### src/rtl/assert_macros.svh
// Assertion helpers, clocked on i_clk with i_rst_n low masking the check.
`ifndef ASSERT_MACROS_SVH
`define ASSERT_MACROS_SVH

// same-cycle implication
`define LJ_ASSERT_SAME(label, ante, cons, msg) \
    label: assert property (@(posedge i_clk) disable iff (!i_rst_n) (ante) |-> (cons)) \
        else $error(msg);

// next-cycle implication
`define LJ_ASSERT_NEXT(label, ante, cons, msg) \
    label: assert property (@(posedge i_clk) disable iff (!i_rst_n) (ante) |=> (cons)) \
        else $error(msg);

`endif

### src/rtl/ljpe_pkg.sv
`default_nettype none
package ljpe_pkg;

    localparam int FRAC_BITS      = 16;
    localparam int DEF_INDEX_BITS = 16;
    localparam int IN_DATA_W      = 272;
    localparam int OUT_DATA_W     = 272;

    localparam logic [62:0] CAP_VAL = 63'h4000_0000_0000_0000;
    localparam logic [47:0] OUT_MAX = 48'h7FFF_FFFF_FFFF;
    localparam logic [47:0] OUT_MIN = 48'h8000_0000_0000;

    // right shift applied to a finished product
    typedef enum logic [1:0] {
        SH_NONE,
        SH_WORD,
        SH_FRAC
    } t_shift;

    typedef struct packed {
        logic   start;
        t_shift shift;
    } t_mul_ctl;

    typedef struct packed {
        logic done;
        logic cap;
    } t_unit_stat;

endpackage
`default_nettype wire

### src/rtl/ljpe_mul.sv
`default_nettype none
// 64x64 multiply on one 32x32 multiplier, four partial products,
// result shifted and capped at 2^62.
module ljpe_mul
    import ljpe_pkg::*;
(
    input  wire logic        i_clk,
    input  wire logic        i_rst_n,
    input  wire t_mul_ctl    i_ctl,
    input  wire logic [63:0] i_a,
    input  wire logic [63:0] i_b,
    output t_unit_stat       o_stat,
    output logic [62:0]      o_res
);

    logic         r_busy;
    logic [2:0]   r_cnt;
    logic         r_pp_vld;
    logic         r_done;
    logic [63:0]  r_pp;
    logic [1:0]   r_pp_sh;
    logic [127:0] r_acc;
    t_shift       r_shift;

    logic [31:0]  w_opa;
    logic [31:0]  w_opb;
    logic [127:0] w_pp_pos;
    logic [127:0] w_sh;
    logic         w_cap;

    assign w_opa = r_cnt[1] ? i_a[63:32] : i_a[31:0];
    assign w_opb = r_cnt[0] ? i_b[63:32] : i_b[31:0];

    always_comb begin
        unique case (r_pp_sh)
            2'd0:    w_pp_pos = {64'd0, r_pp};
            2'd1:    w_pp_pos = {32'd0, r_pp, 32'd0};
            2'd2:    w_pp_pos = {r_pp, 64'd0};
            default: w_pp_pos = '0;
        endcase
    end

    always_comb begin
        unique case (r_shift)
            SH_NONE: w_sh = r_acc;
            SH_WORD: w_sh = r_acc >> 32;
            SH_FRAC: w_sh = r_acc >> FRAC_BITS;
            default: w_sh = r_acc;
        endcase
    end

    assign w_cap  = (|w_sh[127:63]) | (w_sh[62] & (|w_sh[61:0]));
    assign o_res  = w_cap ? CAP_VAL : w_sh[62:0];
    assign o_stat = '{done: r_done, cap: w_cap};

    always_ff @(posedge i_clk) begin
        if (!i_rst_n) begin
            r_busy   <= 1'b0;
            r_cnt    <= '0;
            r_pp_vld <= 1'b0;
            r_done   <= 1'b0;
        end else begin
            r_done   <= 1'b0;
            r_pp_vld <= 1'b0;
            if (i_ctl.start) begin
                r_busy <= 1'b1;
                r_cnt  <= '0;
            end else if (r_busy) begin
                if (r_cnt < 3'd4) begin
                    r_pp_vld <= 1'b1;
                    r_cnt    <= r_cnt + 3'd1;
                end else if (!r_pp_vld) begin
                    r_busy <= 1'b0;
                    r_done <= 1'b1;
                end
            end
        end
    end

    always_ff @(posedge i_clk) begin
        if (i_ctl.start) begin
            r_acc   <= '0;
            r_shift <= i_ctl.shift;
        end else if (r_pp_vld) begin
            r_acc <= r_acc + w_pp_pos;
        end
        if (r_busy && r_cnt < 3'd4) begin
            r_pp    <= 64'(w_opa) * 64'(w_opb);
            r_pp_sh <= {1'b0, r_cnt[1]} + {1'b0, r_cnt[0]};
        end
    end

endmodule
`default_nettype wire

### config.mk
export PLATFORM = sky130hd
export DESIGN_NAME = ljpe_mul
export DESIGN_NICKNAME = d
export VERILOG_FILES = /design/src/rtl/assert_macros.svh /design/src/rtl/ljpe_pkg.sv /design/src/rtl/ljpe_mul.sv
export SDC_FILE = /design/constraint.sdc
export NUM_CORES = 2
export LEC_CHECK = 0
export BUFFER_PORTS_ARGS = -buffer_cell sky130_fd_sc_hd__clkbuf_2
export CAP_MARGIN = 20
export CORE_ASPECT_RATIO = 2
export CORE_MARGIN = 5
export CORE_UTILIZATION = 60
export DETAILED_ROUTE_END_ITERATION = 8
export PLACE_DENSITY = 0.78
export SLEW_MARGIN = 30
export SYNTH_ARGS = -nofsm -noshare
export SYNTH_HDL_FRONTEND = slang
export SYNTH_SLANG_ARGS = --single-unit
### constraint.sdc
create_clock -name i_clk -period 18 [get_ports i_clk]
set_input_delay 3.6 -clock i_clk [delete_from_list [all_inputs] [get_ports i_clk]]
set_output_delay 3.6 -clock i_clk [all_outputs]
set_load 0.1 [all_outputs]
Word level (Yosys, flattened, before mapping)
Cells that the tools add are included.
{"block": "op_classes", "add_sub_neg": 3, "multipliers": 1, "magnitude_cmp": 1, "eq_ne": 4, "muxes": 11, "bitwise_logic": 4, "n_reduce_logical": 8}
{"op": "one-hot mux 128 bit (3 select lines)", "count": 1}
{"op": "one-hot mux 128 bit (2 select lines)", "count": 1}
{"op": "adder 128 bit", "count": 1}
{"op": "OR reduction 65 bit", "count": 1}
{"op": "multiplier 32 x 32 -> 64 bit", "count": 1}
{"op": "2-to-1 mux 32 bit", "count": 2}
{"op": "2-to-1 mux 63 bit", "count": 1}
{"op": "OR reduction 62 bit", "count": 1}
{"op": "2-to-1 mux 1 bit", "count": 6}
{"op": "== test 2 x 1 -> 1 bit, second input constant", "count": 2}
{"op": "== test 2 bit, second input constant", "count": 2}
{"op": "OR reduction 4 bit", "count": 1}
{"op": "adder 3 x 1 -> 3 bit, second input constant", "count": 1}
{"op": "less-than comparator 3 bit, second input constant", "count": 1}
{"op": "OR reduction 3 bit", "count": 1}
{"op": "adder 1 x 1 -> 2 bit", "count": 1}
{"op": "logical NOT 2 bit", "count": 1}
{"op": "inverter 1 bit", "count": 2}
{"op": "AND reduction 2 bit", "count": 1}
{"op": "OR reduction 2 bit", "count": 1}
{"op": "bitwise AND 1 bit", "count": 1}
{"op": "logical AND 1 bit", "count": 1}
{"op": "bitwise OR 1 bit", "count": 1}
{"block": "word_totals", "register_bits": 202, "inputBits": 133, "output_inout_bits": 65, "word_cells": 40}

Logic depth before layout (Yosys ltp)
{"block": "logic_depth", "ltp_word": 6, "ltp_mapped": 35}

Worst setup path after synthesis
Ideal clock, no wire load.
{"block": "synth_path", "kind": "input -> register", "from": "in i_a[51]", "to": "reg r_pp[63], data pin", "t_arrival_ns": 11.042, "path_slack_ns": 6.698, "stages": 31, "path_cell_list": "mux2i_1 clkbuf_1 nor2_1 fa_1 fa_1 inv_1 fa_1 inv_1 fa_1 inv_1 fa_1 inv_1 fa_1 fa_1 inv_1 fa_1 inv_1 ha_1 buf_2 and3_1 a221oi_1 o21ai_1 a311oi_1 o31ai_2 a21oi_2 o21ai_1 a21oi_2 o21ai_2 a31oi_1 o21ai_1 xnor2_1"}
{"block": "synth_via", "elab_chain_cells": 2}
{"element": "start, declared", "line_no": "ljpe_mul.sv:10", "rtl": "input wire logic [63:0] i_a,"}
{"element": "2-to-1 mux 32 bit", "line_no": "ljpe_mul.sv:31", "rtl": "assign w_opa = r_cnt[1] ? i_a[63:32] : i_a[31:0];"}
{"element": "multiplier 32 x 32 -> 64 bit", "line_no": "ljpe_mul.sv:88", "rtl": "r_pp <= 64'(w_opa) * 64'(w_opb);"}
{"element": "end signal, assigned", "line_no": "ljpe_mul.sv:88"}
{"element": "end, declared", "line_no": "ljpe_mul.sv:20", "rtl": "logic [63:0] r_pp;"}
Every way passes these cells.
A chain may end at the register's enable or synchronous reset.

Worst setup path in the final report
{"block": "layout_path", "from": "in i_b[38]", "to": "reg r_pp[63], data pin"}
{"block": "layout_via", "elab_chain_cells": 2}
{"element": "start, declared", "line_no": "ljpe_mul.sv:11", "rtl": "input wire logic [63:0] i_b,"}
{"element": "2-to-1 mux 32 bit", "line_no": "ljpe_mul.sv:32", "rtl": "assign w_opb = r_cnt[0] ? i_b[63:32] : i_b[31:0];"}
{"element": "multiplier 32 x 32 -> 64 bit", "line_no": "ljpe_mul.sv:88"}
Every way passes these cells.

==> impl_summary.txt <==
----------------------------------------------------
[Synthesis]
  Netlist area before placement ... around 50000 um2
  Dominant register cell in the synthesized netlist ... sky130_fd_sc_hd__dfxtp_1
  Share of synthesized flip-flops with an asynchronous set or reset ... 0
  Synth Area per Inst ... 8.367 um2
  Mapped Nets ... ~7500
  Synth Warn # ... 0
  Synthesized instance count ... a little over 6000
  Register area share after synthesis ... 0.09314
  EDFF count, synth ... slightly below 70
  Number of synthesized register bits ... roughly 200
  Yosys cell types ... between 90 and 100

[Routing]
  Detailed router's first-iteration violation count ... about 5300
  Average wire per cell in the routed design ... 27.89 um
  Count of nets left with antenna violations after detail routing ... 0
  Overall via count from detail_route ... between 40000 and 50000
  Detailed-route DRC error count ... 2
  Via count normalized by instance count ... approximately 6.4
  Total detailed-routing wirelength ... around 200 mm
  Iteration count of the initial detailed-routing pass ... 9

[Status]
  Outcome ... complete, but fails checks
  Violated checks ... design-rule violations

[Cells and area]
  FF+latch area ... about 4700 um2
  Layout cells sized above 1 ... 0.08092
  Fill cell total of the finished layout ... between 7000 and 8000
  Commonest non-fill, non-tap cells in the layout ... sky130_fd_sc_hd__inv_1, sky130_fd_sc_hd__nor2_1, sky130_fd_sc_hd__fa_1, sky130_fd_sc_hd__nand2_1, sky130_fd_sc_hd__ha_1
  Multi-input logic area ... approximately 41000 um2
  Area growth from synthesis to layout ... 5.749%
  Most frequent standard cell in the layout excluding fill and tap cells ... sky130_fd_sc_hd__inv_1
  Fin nets ... around 7500

[Die]
  Die height ... 421.2 um
  Die Area ... around 90000 um2
  Initial core utilization ... 0.6020
  Core box area ... 84260 um2
  IO Pins ... slightly below 200
  Number of cell rows ... roughly 150
  Die Wd ... between 200 and 250 um

[GRT]
  Vias in the first global route ... 47870
  Overall global routing resource usage ... 0.4297
  Initial antenna violation count ... 5
  Most congested layer reported by global routing ... met2
  Overflow left after global routing ... 0
  Met2 Usage GRT ... 0.6556
  Pin count of the biggest net entering global routing ... 78
  Met3 capacity usage during global routing ... 0.1165
  Met1 GRT Util ... 0.5301
  First-pass GRT wire length ... between 200 and 300 mm

[STA]
  Final critical-path required period ... 11730 ps
  Max-slew violations ... 0
  Number of failing setup endpoints in the final timing report ... 0
  Achievable Freq ... roughly 0.085 GHz
  Share of the clock period used by the worst path ... 0.6518
  RSZ-0062 raised after global routing ... false
  Clock Skews ... between 10 and 15 ps
  Final Hold Vio Count ... 0
  Relative slew slack ... 0.2895
  Slew at the pin closest to its max-slew limit ... 1056 ps
  Final setup TNS ... 0 ps

[CTS]
  Buffers inserted during post-CTS setup optimization ... 0
  Deepest clock path buffer count ... 3
  Clock latency on the worst-skew pair ... about 580 ps
  Clock Pin Slew Worst Setup and Hold Paths ... 70 ps
  Total number of H-tree levels ... 1
  Count of hold buffers inserted by post-cts repair ... 0
  Clk Tree Root Cell ... sky130_fd_sc_hd__clkbuf_16
  Resized cells post-CTS ... 0
  Sinks on Clock Net ... between 200 and 250
  TritonCTS clock tree ... yes
  CTS Buf Count ... 26

[Worst setup path]
  Worst path max stage delay ... between 600 and 700 ps
  Element type at the critical path start ... input pin
  Req. time, crit path ... approximately 18000 ps
  Worst path most repeated cell ... sky130_fd_sc_hd__fa_1
  WP data arrival ... ~12000 ps
  Slowest stage cell on the critical path ... sky130_fd_sc_hd__fa_1
  Maximum fanout count along the critical path ... 25
  Path type of the worst setup path ... input pin to flop
  CP endpoint kind ... flop

[Worst hold path]
  Worst hold path class ... flop to flop

[Placement]
  Estimated wirelength of the detail-placed design ... around 160 mm
  PortBufs ... just under 200
  Routability congestion estimate ... approximately 1.0

[Flow run]
  Max Cap Viol ... 0

----------------------------------------------------
-- logic make-up (layout without fill, tap and decap cells) --
logic type / Yosys count / in the layout / share of synthesized area
AO/OA/AOI/OAI: 934 / 934 / 0.1191
XOR/XNOR: 185 / 185 / 0.03194
adder cells (fa/ha/maj): 1290 / 1290 / 0.4509
buffers and inverters: 1268 / 1273 / 0.09469
flip-flops: 202 / 202 / 0.09314
multiplexers: 237 / 237 / 0.04837
other: 0 / 4 / 0
AND/OR/NAND/NOR: 1947 / 1947 / 0.1619
-- registers in the layout, summed over array words and instances, names as in the netlist --
signal,cells
r_pp,64
r_acc,128
r_done,1
r_cnt,3
r_pp_vld,1
r_shift,2
r_pp_sh,2
r_busy,1
-- routing by layer --
| metal | up-vias | part of all wire | routed length, um |
|---|---|---|---|
| met5 | - | 0.00016 | 31 |
| met4 | 4 | 0.096 | 19210 |
| met3 | 956 | 0.12 | 24850 |
| met2 | 3209 | 0.44 | 86740 |
| met1 | 22500 | 0.34 | 68400 |
| li1 | 19340 | - | - |
-- worst paths after layout --
kind	startpoint	endpoint	slack (ps)	depth (start not counted)
max	i_b[38]	r_pp[63]	6270	31
min	r_acc[122]	r_acc[122]	470	2
max reg2reg	r_cnt[0]	r_pp[63]	7820	31
min reg2reg	r_acc[122]	r_acc[122]	470	2
-- critical path, delay by kind of cell --
family,cells,cell delay (ps)
compound gates,10,2220
fa+ha+maj,9,4560
simple gates,2,400
xor+xnor,1,80
buf+inv,8,1000
mux,1,160
-- through the flow --
stage               hold slack [ps]  setup slack [ps]    util  instance area (um2)  std cells
detailed placement            463.2              5975  0.6257                52720       7091
floorplan                     437.2              6698       -                50730       6063
global route                  495.6              6064  0.6365                53630       7139
global placement              451.1              5974  0.6251                52670       7088
CTS                           471.8              6518  0.6364                53630       7139
finish                        468.1              6267  0.6366                53640       7143
-- synth_stat cells (all sizes together) (13+ instances only) --
cell    number  share of area
inv        945          0.070
nor2       909          0.067
fa         897           0.35
nand2      684          0.051
ha         393          0.097
a21oi      339          0.034
clkbuf     285          0.021
o21ai      182          0.018
mux2i      172          0.034
dfxtp      134          0.053
xnor2      119          0.021
nand4       99          0.012
and2        72         0.0089
a21o        71          0.011
edfxtp      68          0.040
xor2        66          0.011
mux2        65          0.014
a22oi       64         0.0095
o21bai      59         0.0090
o21a        42         0.0062
buf         38         0.0037
a22o        37         0.0064
nand3       33         0.0033
nor4        28         0.0035
a31oi       23         0.0031
nor3        23         0.0024
nand2b      21         0.0026
nor2b       20         0.0025
o31ai       19         0.0037
and3        18         0.0025
o211ai      13         0.0022
-- layout make-up --
| class | instances | share of cell area |
|---|---|---|
| clock inverter | 16 | 0.004105 |
| tap | 1071 | 0.02498 |
| inverter | 945 | 0.06612 |
| clock buffer | 32 | 0.01273 |
| multi-input combinational | 4593 | 0.7731 |
| antenna | 4 | 0.0001866 |
| timing repair buffer | 280 | 0.03051 |
| sequential | 202 | 0.08828 |
Power is not shown: default switching activity piles up to over one toggle a cycle in this logic, so the estimate is an artifact.
