--- config.mk ---
export PLATFORM = sky130hd
export DESIGN_NAME = ljpe_div
export DESIGN_NICKNAME = d
export VERILOG_FILES = /design/src/rtl/assert_macros.svh /design/src/rtl/ljpe_pkg.sv /design/src/rtl/ljpe_div.sv
export SDC_FILE = /design/constraint.sdc
export NUM_CORES = 1
export LEC_CHECK = 0
export ABC_AREA = 1
export ABC_CLOCK_PERIOD_IN_PS = 3000
export BUFFER_PORTS_ARGS = -buffer_cell sky130_fd_sc_hd__buf_2
export CAP_MARGIN = 20
export CORE_ASPECT_RATIO = 0.75
export CORE_MARGIN = 4
export CORE_UTILIZATION = 45
export CTS_BUF_LIST = sky130_fd_sc_hd__clkbuf_16
export CTS_CLUSTER_SIZE = 24
export DETAILED_ROUTE_END_ITERATION = 7
export PLACE_DENSITY = 0.65
export SKIP_LAST_GASP = 1
export SYNTH_ARGS = -nofsm -noshare
export SYNTH_HDL_FRONTEND = slang
export SYNTH_SLANG_ARGS = --single-unit
--- constraint.sdc ---
create_clock -name i_clk -period 3 [get_ports i_clk]
set_clock_uncertainty 0.05 [all_clocks]
set_input_delay 0.3 -clock i_clk [delete_from_list [all_inputs] [get_ports i_clk]]
set_output_delay 0.3 -clock i_clk [all_outputs]
set_load 0.01 [all_outputs]
--- src/rtl/assert_macros.svh ---
// Assertion helpers, clocked on i_clk with i_rst_n low masking the check.
`ifndef ASSERT_MACROS_SVH
`define ASSERT_MACROS_SVH

// same-cycle implication
`define LJ_ASSERT_SAME(label, ante, cons, msg) \
    label: assert property (@(posedge i_clk) disable iff (!i_rst_n) (ante) |-> (cons)) \
        else $error(msg);

// next-cycle implication
`define LJ_ASSERT_NEXT(label, ante, cons, msg) \
    label: assert property (@(posedge i_clk) disable iff (!i_rst_n) (ante) |=> (cons)) \
        else $error(msg);

`endif

--- src/rtl/ljpe_pkg.sv ---
`default_nettype none
package ljpe_pkg;

    localparam int FRAC_BITS      = 16;
    localparam int DEF_INDEX_BITS = 16;
    localparam int IN_DATA_W      = 272;
    localparam int OUT_DATA_W     = 272;

    localparam logic [62:0] CAP_VAL = 63'h4000_0000_0000_0000;
    localparam logic [47:0] OUT_MAX = 48'h7FFF_FFFF_FFFF;
    localparam logic [47:0] OUT_MIN = 48'h8000_0000_0000;

    // right shift applied to a finished product
    typedef enum logic [1:0] {
        SH_NONE,
        SH_WORD,
        SH_FRAC
    } t_shift;

    typedef struct packed {
        logic   start;
        t_shift shift;
    } t_mul_ctl;

    typedef struct packed {
        logic done;
        logic cap;
    } t_unit_stat;

endpackage
`default_nettype wire

--- src/rtl/ljpe_div.sv ---
`default_nettype none
// floor(num * 2^32 / den), restoring, one quotient bit per cycle, capped at 2^62.
module ljpe_div
    import ljpe_pkg::*;
(
    input  wire logic        i_clk,
    input  wire logic        i_rst_n,
    input  wire logic        i_start,
    input  wire logic [63:0] i_num,
    input  wire logic [61:0] i_den,
    output t_unit_stat       o_stat,
    output logic [62:0]      o_res
);

    logic        r_busy;
    logic        r_done;
    logic [6:0]  r_cnt;
    logic [61:0] r_rem;
    logic [95:0] r_q;

    logic [62:0] w_trial;
    logic [62:0] w_diff;
    logic        w_ge;
    logic        w_cap;

    assign w_trial = {r_rem, r_q[95]};
    assign w_ge    = w_trial >= {1'b0, i_den};
    assign w_diff  = w_trial - {1'b0, i_den};

    assign w_cap  = (|r_q[95:63]) | (r_q[62] & (|r_q[61:0]));
    assign o_res  = w_cap ? CAP_VAL : r_q[62:0];
    assign o_stat = '{done: r_done, cap: w_cap};

    always_ff @(posedge i_clk) begin
        if (!i_rst_n) begin
            r_busy <= 1'b0;
            r_done <= 1'b0;
            r_cnt  <= '0;
        end else begin
            r_done <= 1'b0;
            if (i_start) begin
                r_busy <= 1'b1;
                r_cnt  <= 7'd95;
            end else if (r_busy) begin
                if (r_cnt == 7'd0) begin
                    r_busy <= 1'b0;
                    r_done <= 1'b1;
                end else begin
                    r_cnt <= r_cnt - 7'd1;
                end
            end
        end
    end

    // dividend shifts out the top while quotient bits enter at the bottom
    always_ff @(posedge i_clk) begin
        if (i_start) begin
            r_q   <= {i_num, 32'd0};
            r_rem <= '0;
        end else if (r_busy) begin
            r_q   <= {r_q[94:0], w_ge};
            r_rem <= w_ge ? w_diff[61:0] : w_trial[61:0];
        end
    end

endmodule
`default_nettype wire

== After elaboration in Yosys (flattened, before gate mapping) ==
Index checks and enable logic that the tools add are counted.
Word-level totals
  bits of input ports: 129
  word-level logic and storage cells: 35
  output and inout bits: 65
  register bits after elaboration: 167
Cells by class
  multiplexer cells: 11
  order comparisons: 1
  reduce and logical (&&, ||, !) cells: 8
  add/subtract/negate cells: 2
  eq/ne operators: 1
  bitwise gates (word level): 5
Operator list (count)
  two-way mux 96 bit: 2
  greater-or-equal comparator 63 x 62 -> 1 bit: 1
  two-way mux 63 bit: 1
  two-way mux 62 bit: 1
  OR reduction 62 bit: 1
  subtractor 62 bit: 1
  OR reduction 33 bit: 1
  two-way mux 7 bit: 3
  logical NOT 7 bit: 1
  subtractor 7 x 1 -> 7 bit, second input constant: 1
  two-way mux 1 bit: 4
  AND reduction 2 bit: 2
  inverter 1 bit: 3
  OR reduction 3 bit: 1
  != test 2 bit, second input constant: 1
  nonzero test 2 bit: 1
  OR reduction 2 bit: 1
  bitwise AND 1 bit: 1
  OR 1 bit: 1

== Depth between registers and ports, before layout ==
  word-level depth: 4
  gate-level depth with buffers: 19
  depth with buffers taken out: 18

== Worst setup path after synthesis ==
No wires, ideal clock.
  path kind: input port to flip-flop
  from: input i_start
  to: register r_q[32] (enable)
  slack: -330 ps
  buffers on the path: 2
  setup time: 453 ps
  required time: 2497 ps
  stages: 4
  arrival time: 2827 ps
  cell sequence: clkbuf_1 > nor2_1 > inv_1 > buf_1
On the way
  word-level cells in the longest chain between the ends: 1
Ends and longest elaborated chain
  from (decl): line ljpe_div.sv:8  | input wire logic i_start,
  nonzero test 2 bit (no source line)
  to (signal assigned): line ljpe_div.sv:58  | r_q <= {i_num, 32'd0};
  to (signal assigned): line ljpe_div.sv:61  | r_q <= {r_q[94:0], w_ge};
  to (decl): line ljpe_div.sv:19  | logic [95:0] r_q;
No other way between the ends.
A chain may end at the register's enable or synchronous reset.

== Worst setup path in the final report ==
  from: register r_q[48]
  to: output o_res[59]
On the way
  word-level cells in the longest chain between the ends: 4
Ends and longest elaborated chain
  OR reduction 62 bit: line ljpe_div.sv:30  | assign w_cap = (|r_q[95:63]) | (r_q[62] & (|r_q[61:0]));
  bitwise AND 1 bit: line ljpe_div.sv:30
  OR 1 bit: line ljpe_div.sv:30
  two-way mux 63 bit: line ljpe_div.sv:31  | assign o_res = w_cap ? CAP_VAL : r_q[62:0];
  to (decl): line ljpe_div.sv:12  | output logic [62:0] o_res
No other way between the ends.

==> results list <==
- The final hold violation count was 0.
- Measured against its own limit, the worst slew margin works out to 49.5%.
* Endpoint of the most critical register-to-register path: r_rem[52]
- Setup violations remaining at the end of the flow were counted as 0.
- First drt pass iteration count: 7
- The clock passes through at most 2 buffers.
- During synthesis, Yosys emitted a total of 0 warnings.
* Clock root buffer master: sky130_fd_sc_hd__clkbuf_16
- The H-tree generated during clock tree synthesis spans 4 levels.
- The count of buffers added on input and output ports is 193.
- During I/O placement, the number of pins put on the boundary was 194.
- Detail-routed net length per standard cell: 16.5 um
- Global Route met2 Usage: 40.2%
- Synth Area per Inst: 5.95 sq um
* CTS hold repair buffers: 0
* Library cells used by synthesis: 39
* Internal Power: 0.00389 W
* Most used routing layer in global routing: met1
- Dividing the final minimum period by the clock period gives 97.4%.
* Switching power: 0.00159 W
* RSZ-0062 raised after global routing: true
* Required time at the worst-slack endpoint: 2.65 ns
* Pins over their slew limit: 0
- HPWL Detailed: 37.2 mm
* Initial standard-cell utilization of the core: 46.2%
* Via count: 14600
* Reg2reg start: r_q[95]
- Worst setup slack for register-to-register paths: 0.23 ns
- After clock tree synthesis, the clock-pin slew on the worst setup and hold paths is 0.07 ns.
- Number of nets with antenna violations after routing: 0
- In the final layout, the share of cells above drive strength 1 is 12.3%.
- After floorplanning, the core was sized to cover 29500 sq um.
- In the global route stage, overall resource usage came out at 27.3%.
- The synthesized design contains 167 register bits.
* Y dimension of the die: 159 um
- In this run the cell area of the synthesized design comes to 13600 sq um.
- Clock tree from TritonCTS: built
- The initial antenna violation count came to 2.
- The critical path is of the reg -> out type.
* Synth-to-layout area growth: 16.4%
- In this run the worst setup path begins at r_q[48].
* Grt met3 use: 3.92%
- Entering global routing, the biggest net connects 97 pins.
* Most frequent cells in the layout: sky130_fd_sc_hd__nand2_1, sky130_fd_sc_hd__inv_1, sky130_fd_sc_hd__buf_2, sky130_fd_sc_hd__nor2_1, sky130_fd_sc_hd__nand3_1
- Summing all non-filler instances in the final layout gives an area of 15800 sq um.
* Type of element launching the critical path: register
- Subtracting the final worst setup slack from the clock period gives 2.92 ns.
* Slew @ Worst Pin: 0.757 ns
* DRC violations left: 0
- After the first detailed-routing iteration, the DRC count stood at 1511.
- CTS saw 167 sinks.
- Portion of total power attributed to the clock network: 42.1%
- Critical-path maximum fanout: 16
- Seq/Total Area, Yosys: 29.3%
- Highest attainable clock frequency: 342 MHz
* Nets: 2668
* Share of power burned in combinational logic: 11.9%
- Cell leakage power: 8.99 nW
* Class of the tightest hold or removal check: in -> reg
- The floorplan step defined a die boundary enclosing 33100 sq um.
* Portion of total power attributed to sequential cells: 46.1%
* Inserted Clock Buffers: 17
- The later pin in the worst-skew pair is clocked with a latency of 0.45 ns.
* Worst Hold Path EP: r_cnt[3]
- Routability-driven placement congestion ratio: 0.982
* Reg2reg path depth: 15
- Most common cell after layout, fill and taps aside: sky130_fd_sc_hd__nand2_1
* Post-layout util: 53.8%
* Nets in the synthesized netlist: 2484
- Outcome: finished clean
- Total cell area at the placement stage: 15100 sq um
- The first global-routing pass estimated 71.5 mm of wire.
* Endpoint type of the worst setup path: output port
- Post-DR vias/cell: 5.09
* Setup TNS Final: 0 ns
* Post-detailed-routing wire length: 47.4 mm
* Power density relative to cell area: 346 nW/um^2
- For this run, global-route usage on met1 was measured as 41.9%.
- Across the run, the number of max-cap violations was 0.
- Along the worst hold path, the cell count comes to 3.
* Sw Share: 29.0%
* DIE WIDTH: 209 um
* Data arrival time of the critical path: 2.57 ns
- Placement row count: 54
- After technology mapping, the gate count stands at 2289.
- The startpoint identified for the worst hold timing path is i_rst_n.
- Global routing finished with a remaining overflow of 0.
* Worst-case vdd ir drop: 0.336 mV
* Vias in the first global route: 13300
## registers in the layout (all words and copies together) (netlist names)
signal,count
r_done,1
r_q,96
r_rem,62
r_busy,1
r_cnt,7
## through the flow
| stage | worst slack, ns | hold slack (ns) | total power, W | std cells |
|---|---|---|---|---|
| finish | 0.0780 | 0.0532 | 0.00548 | 2880 |
| global route | -0.0281 | 0.0707 | 0.00570 | 2880 |
| CTS | 0.00267 | 0.0357 | 0.00550 | 2872 |
| detailed placement | 0.184 | 0.413 | 0.00320 | 2840 |
| global placement | 0.255 | 0.411 | 0.00319 | 2840 |
| floorplan | 0.601 | 0.348 | 0.00296 | 2289 |
## worst max-delay path by stage
stage,endpoint,cells after the start,slack [ns]
2_1_floorplan,r_q[32],4,0.60
3_3_place_gp,r_rem[31],16,0.26
3_5_place_dp,r_rem[14],18,0.18
4_1_cts,o_res[2],9,0.003
5_1_grt,o_res[34],10,-0.03
6_report,o_res[59],10,0.08
## cell usage after synthesis
library cell,instances,area share (%)
sky130_fd_sc_hd__edfxtp_1,64,14
sky130_fd_sc_hd__buf_4,7,0.39
sky130_fd_sc_hd__clkinv_1,1,0.028
sky130_fd_sc_hd__and3_1,2,0.092
sky130_fd_sc_hd__nand2_4,1,0.083
sky130_fd_sc_hd__nor3b_1,1,0.055
sky130_fd_sc_hd__inv_1,494,14
sky130_fd_sc_hd__nand3b_1,8,0.44
sky130_fd_sc_hd__fa_1,1,0.15
sky130_fd_sc_hd__nand4_4,1,0.16
sky130_fd_sc_hd__or2_2,1,0.046
sky130_fd_sc_hd__nand3_1,122,4.5
sky130_fd_sc_hd__nor2_2,12,0.55
sky130_fd_sc_hd__nor3_1,13,0.48
sky130_fd_sc_hd__o21bai_1,4,0.22
sky130_fd_sc_hd__nand3_4,1,0.13
sky130_fd_sc_hd__o21ai_0,40,1.5
sky130_fd_sc_hd__clkbuf_1,43,1.2
sky130_fd_sc_hd__nand2_2,5,0.23
sky130_fd_sc_hd__buf_1,8,0.22
sky130_fd_sc_hd__a21oi_1,47,1.7
sky130_fd_sc_hd__nor2_1,166,4.6
sky130_fd_sc_hd__ha_1,65,6.0
sky130_fd_sc_hd__nor4_1,21,0.97
sky130_fd_sc_hd__o22ai_1,31,1.4
sky130_fd_sc_hd__inv_2,4,0.11
sky130_fd_sc_hd__a21oi_4,1,0.12
sky130_fd_sc_hd__xnor2_1,29,1.9
sky130_fd_sc_hd__nand2_1,889,25
sky130_fd_sc_hd__dfxtp_1,103,15
sky130_fd_sc_hd__nand4_1,70,3.2
sky130_fd_sc_hd__buf_6,3,0.25
sky130_fd_sc_hd__a31oi_1,1,0.046
sky130_fd_sc_hd__nor4_2,1,0.092
sky130_fd_sc_hd__xor2_1,2,0.13
sky130_fd_sc_hd__and2_1,4,0.18
sky130_fd_sc_hd__nor3_2,1,0.074
sky130_fd_sc_hd__nor2_4,1,0.083
sky130_fd_sc_hd__a22o_1,21,1.4
## metal layers
layer	share of wire [%]	vias up
met4	1.6	0
met3	7.1	49
met5	0	-
met2	41	519
met1	50	6679
li1	-	7398
## power by group through the flow
stage / clock, W / sequential (W) / combinational, W
after floorplan: 0 / 0.00255 / 0.000405
after global placement: 0 / 0.00257 / 0.000624
after detailed placement: 0 / 0.00257 / 0.000632
after CTS: 0.00235 / 0.00252 / 0.000635
after global routing: 0.00244 / 0.00254 / 0.000728
final: 0.00231 / 0.00253 / 0.000650
## layout make-up
cell class / count / area (sq um)
Fill cell: 3224 / 13600
Multi-Input combinational cell: 1562 / 7570
Sequential cell: 167 / 3980
Inverter: 499 / 1870
Timing Repair Buffer: 226 / 1320
Tap cell: 392 / 490
Clock buffer: 17 / 425
Clock inverter: 15 / 169
Antenna cell: 2 / 5.00
## cells by family after synthesis
logic type | count (synthesis) | share of synthesized area [%]
and+or+nand+nor | 1320 | 40.5
buffers and inverters | 560 | 15.8
DFF | 167 | 29.3
AOI/OAI and AO/OA | 145 | 6.36
adders and majority gates | 66 | 6.12
xor gates and xnor gates | 31 | 1.99
## critical path, cell delays in order, from the launching register on
cell and delay, ns:
sky130_fd_sc_hd__edfxtp_1 0.40, sky130_fd_sc_hd__nor4_2 0.28, sky130_fd_sc_hd__buf_4 0.16, sky130_fd_sc_hd__nand4_1 0.12, sky130_fd_sc_hd__nor3_4 0.27, sky130_fd_sc_hd__nand3_2 0.16, sky130_fd_sc_hd__nand2_2 0.12, sky130_fd_sc_hd__nand2_4 0.10
sky130_fd_sc_hd__buf_12 0.19, sky130_fd_sc_hd__nor2_1 0.16, sky130_fd_sc_hd__buf_2 0.16
## repair_timing
action,4_1_cts,5_1_grt
resized for setup,1,19
endpoints found under the setup margin,62,63
gates cloned,0,4
pin swaps,0,3
setup buffers,0,2
Note: power is estimated with default switching activity, not from simulation.
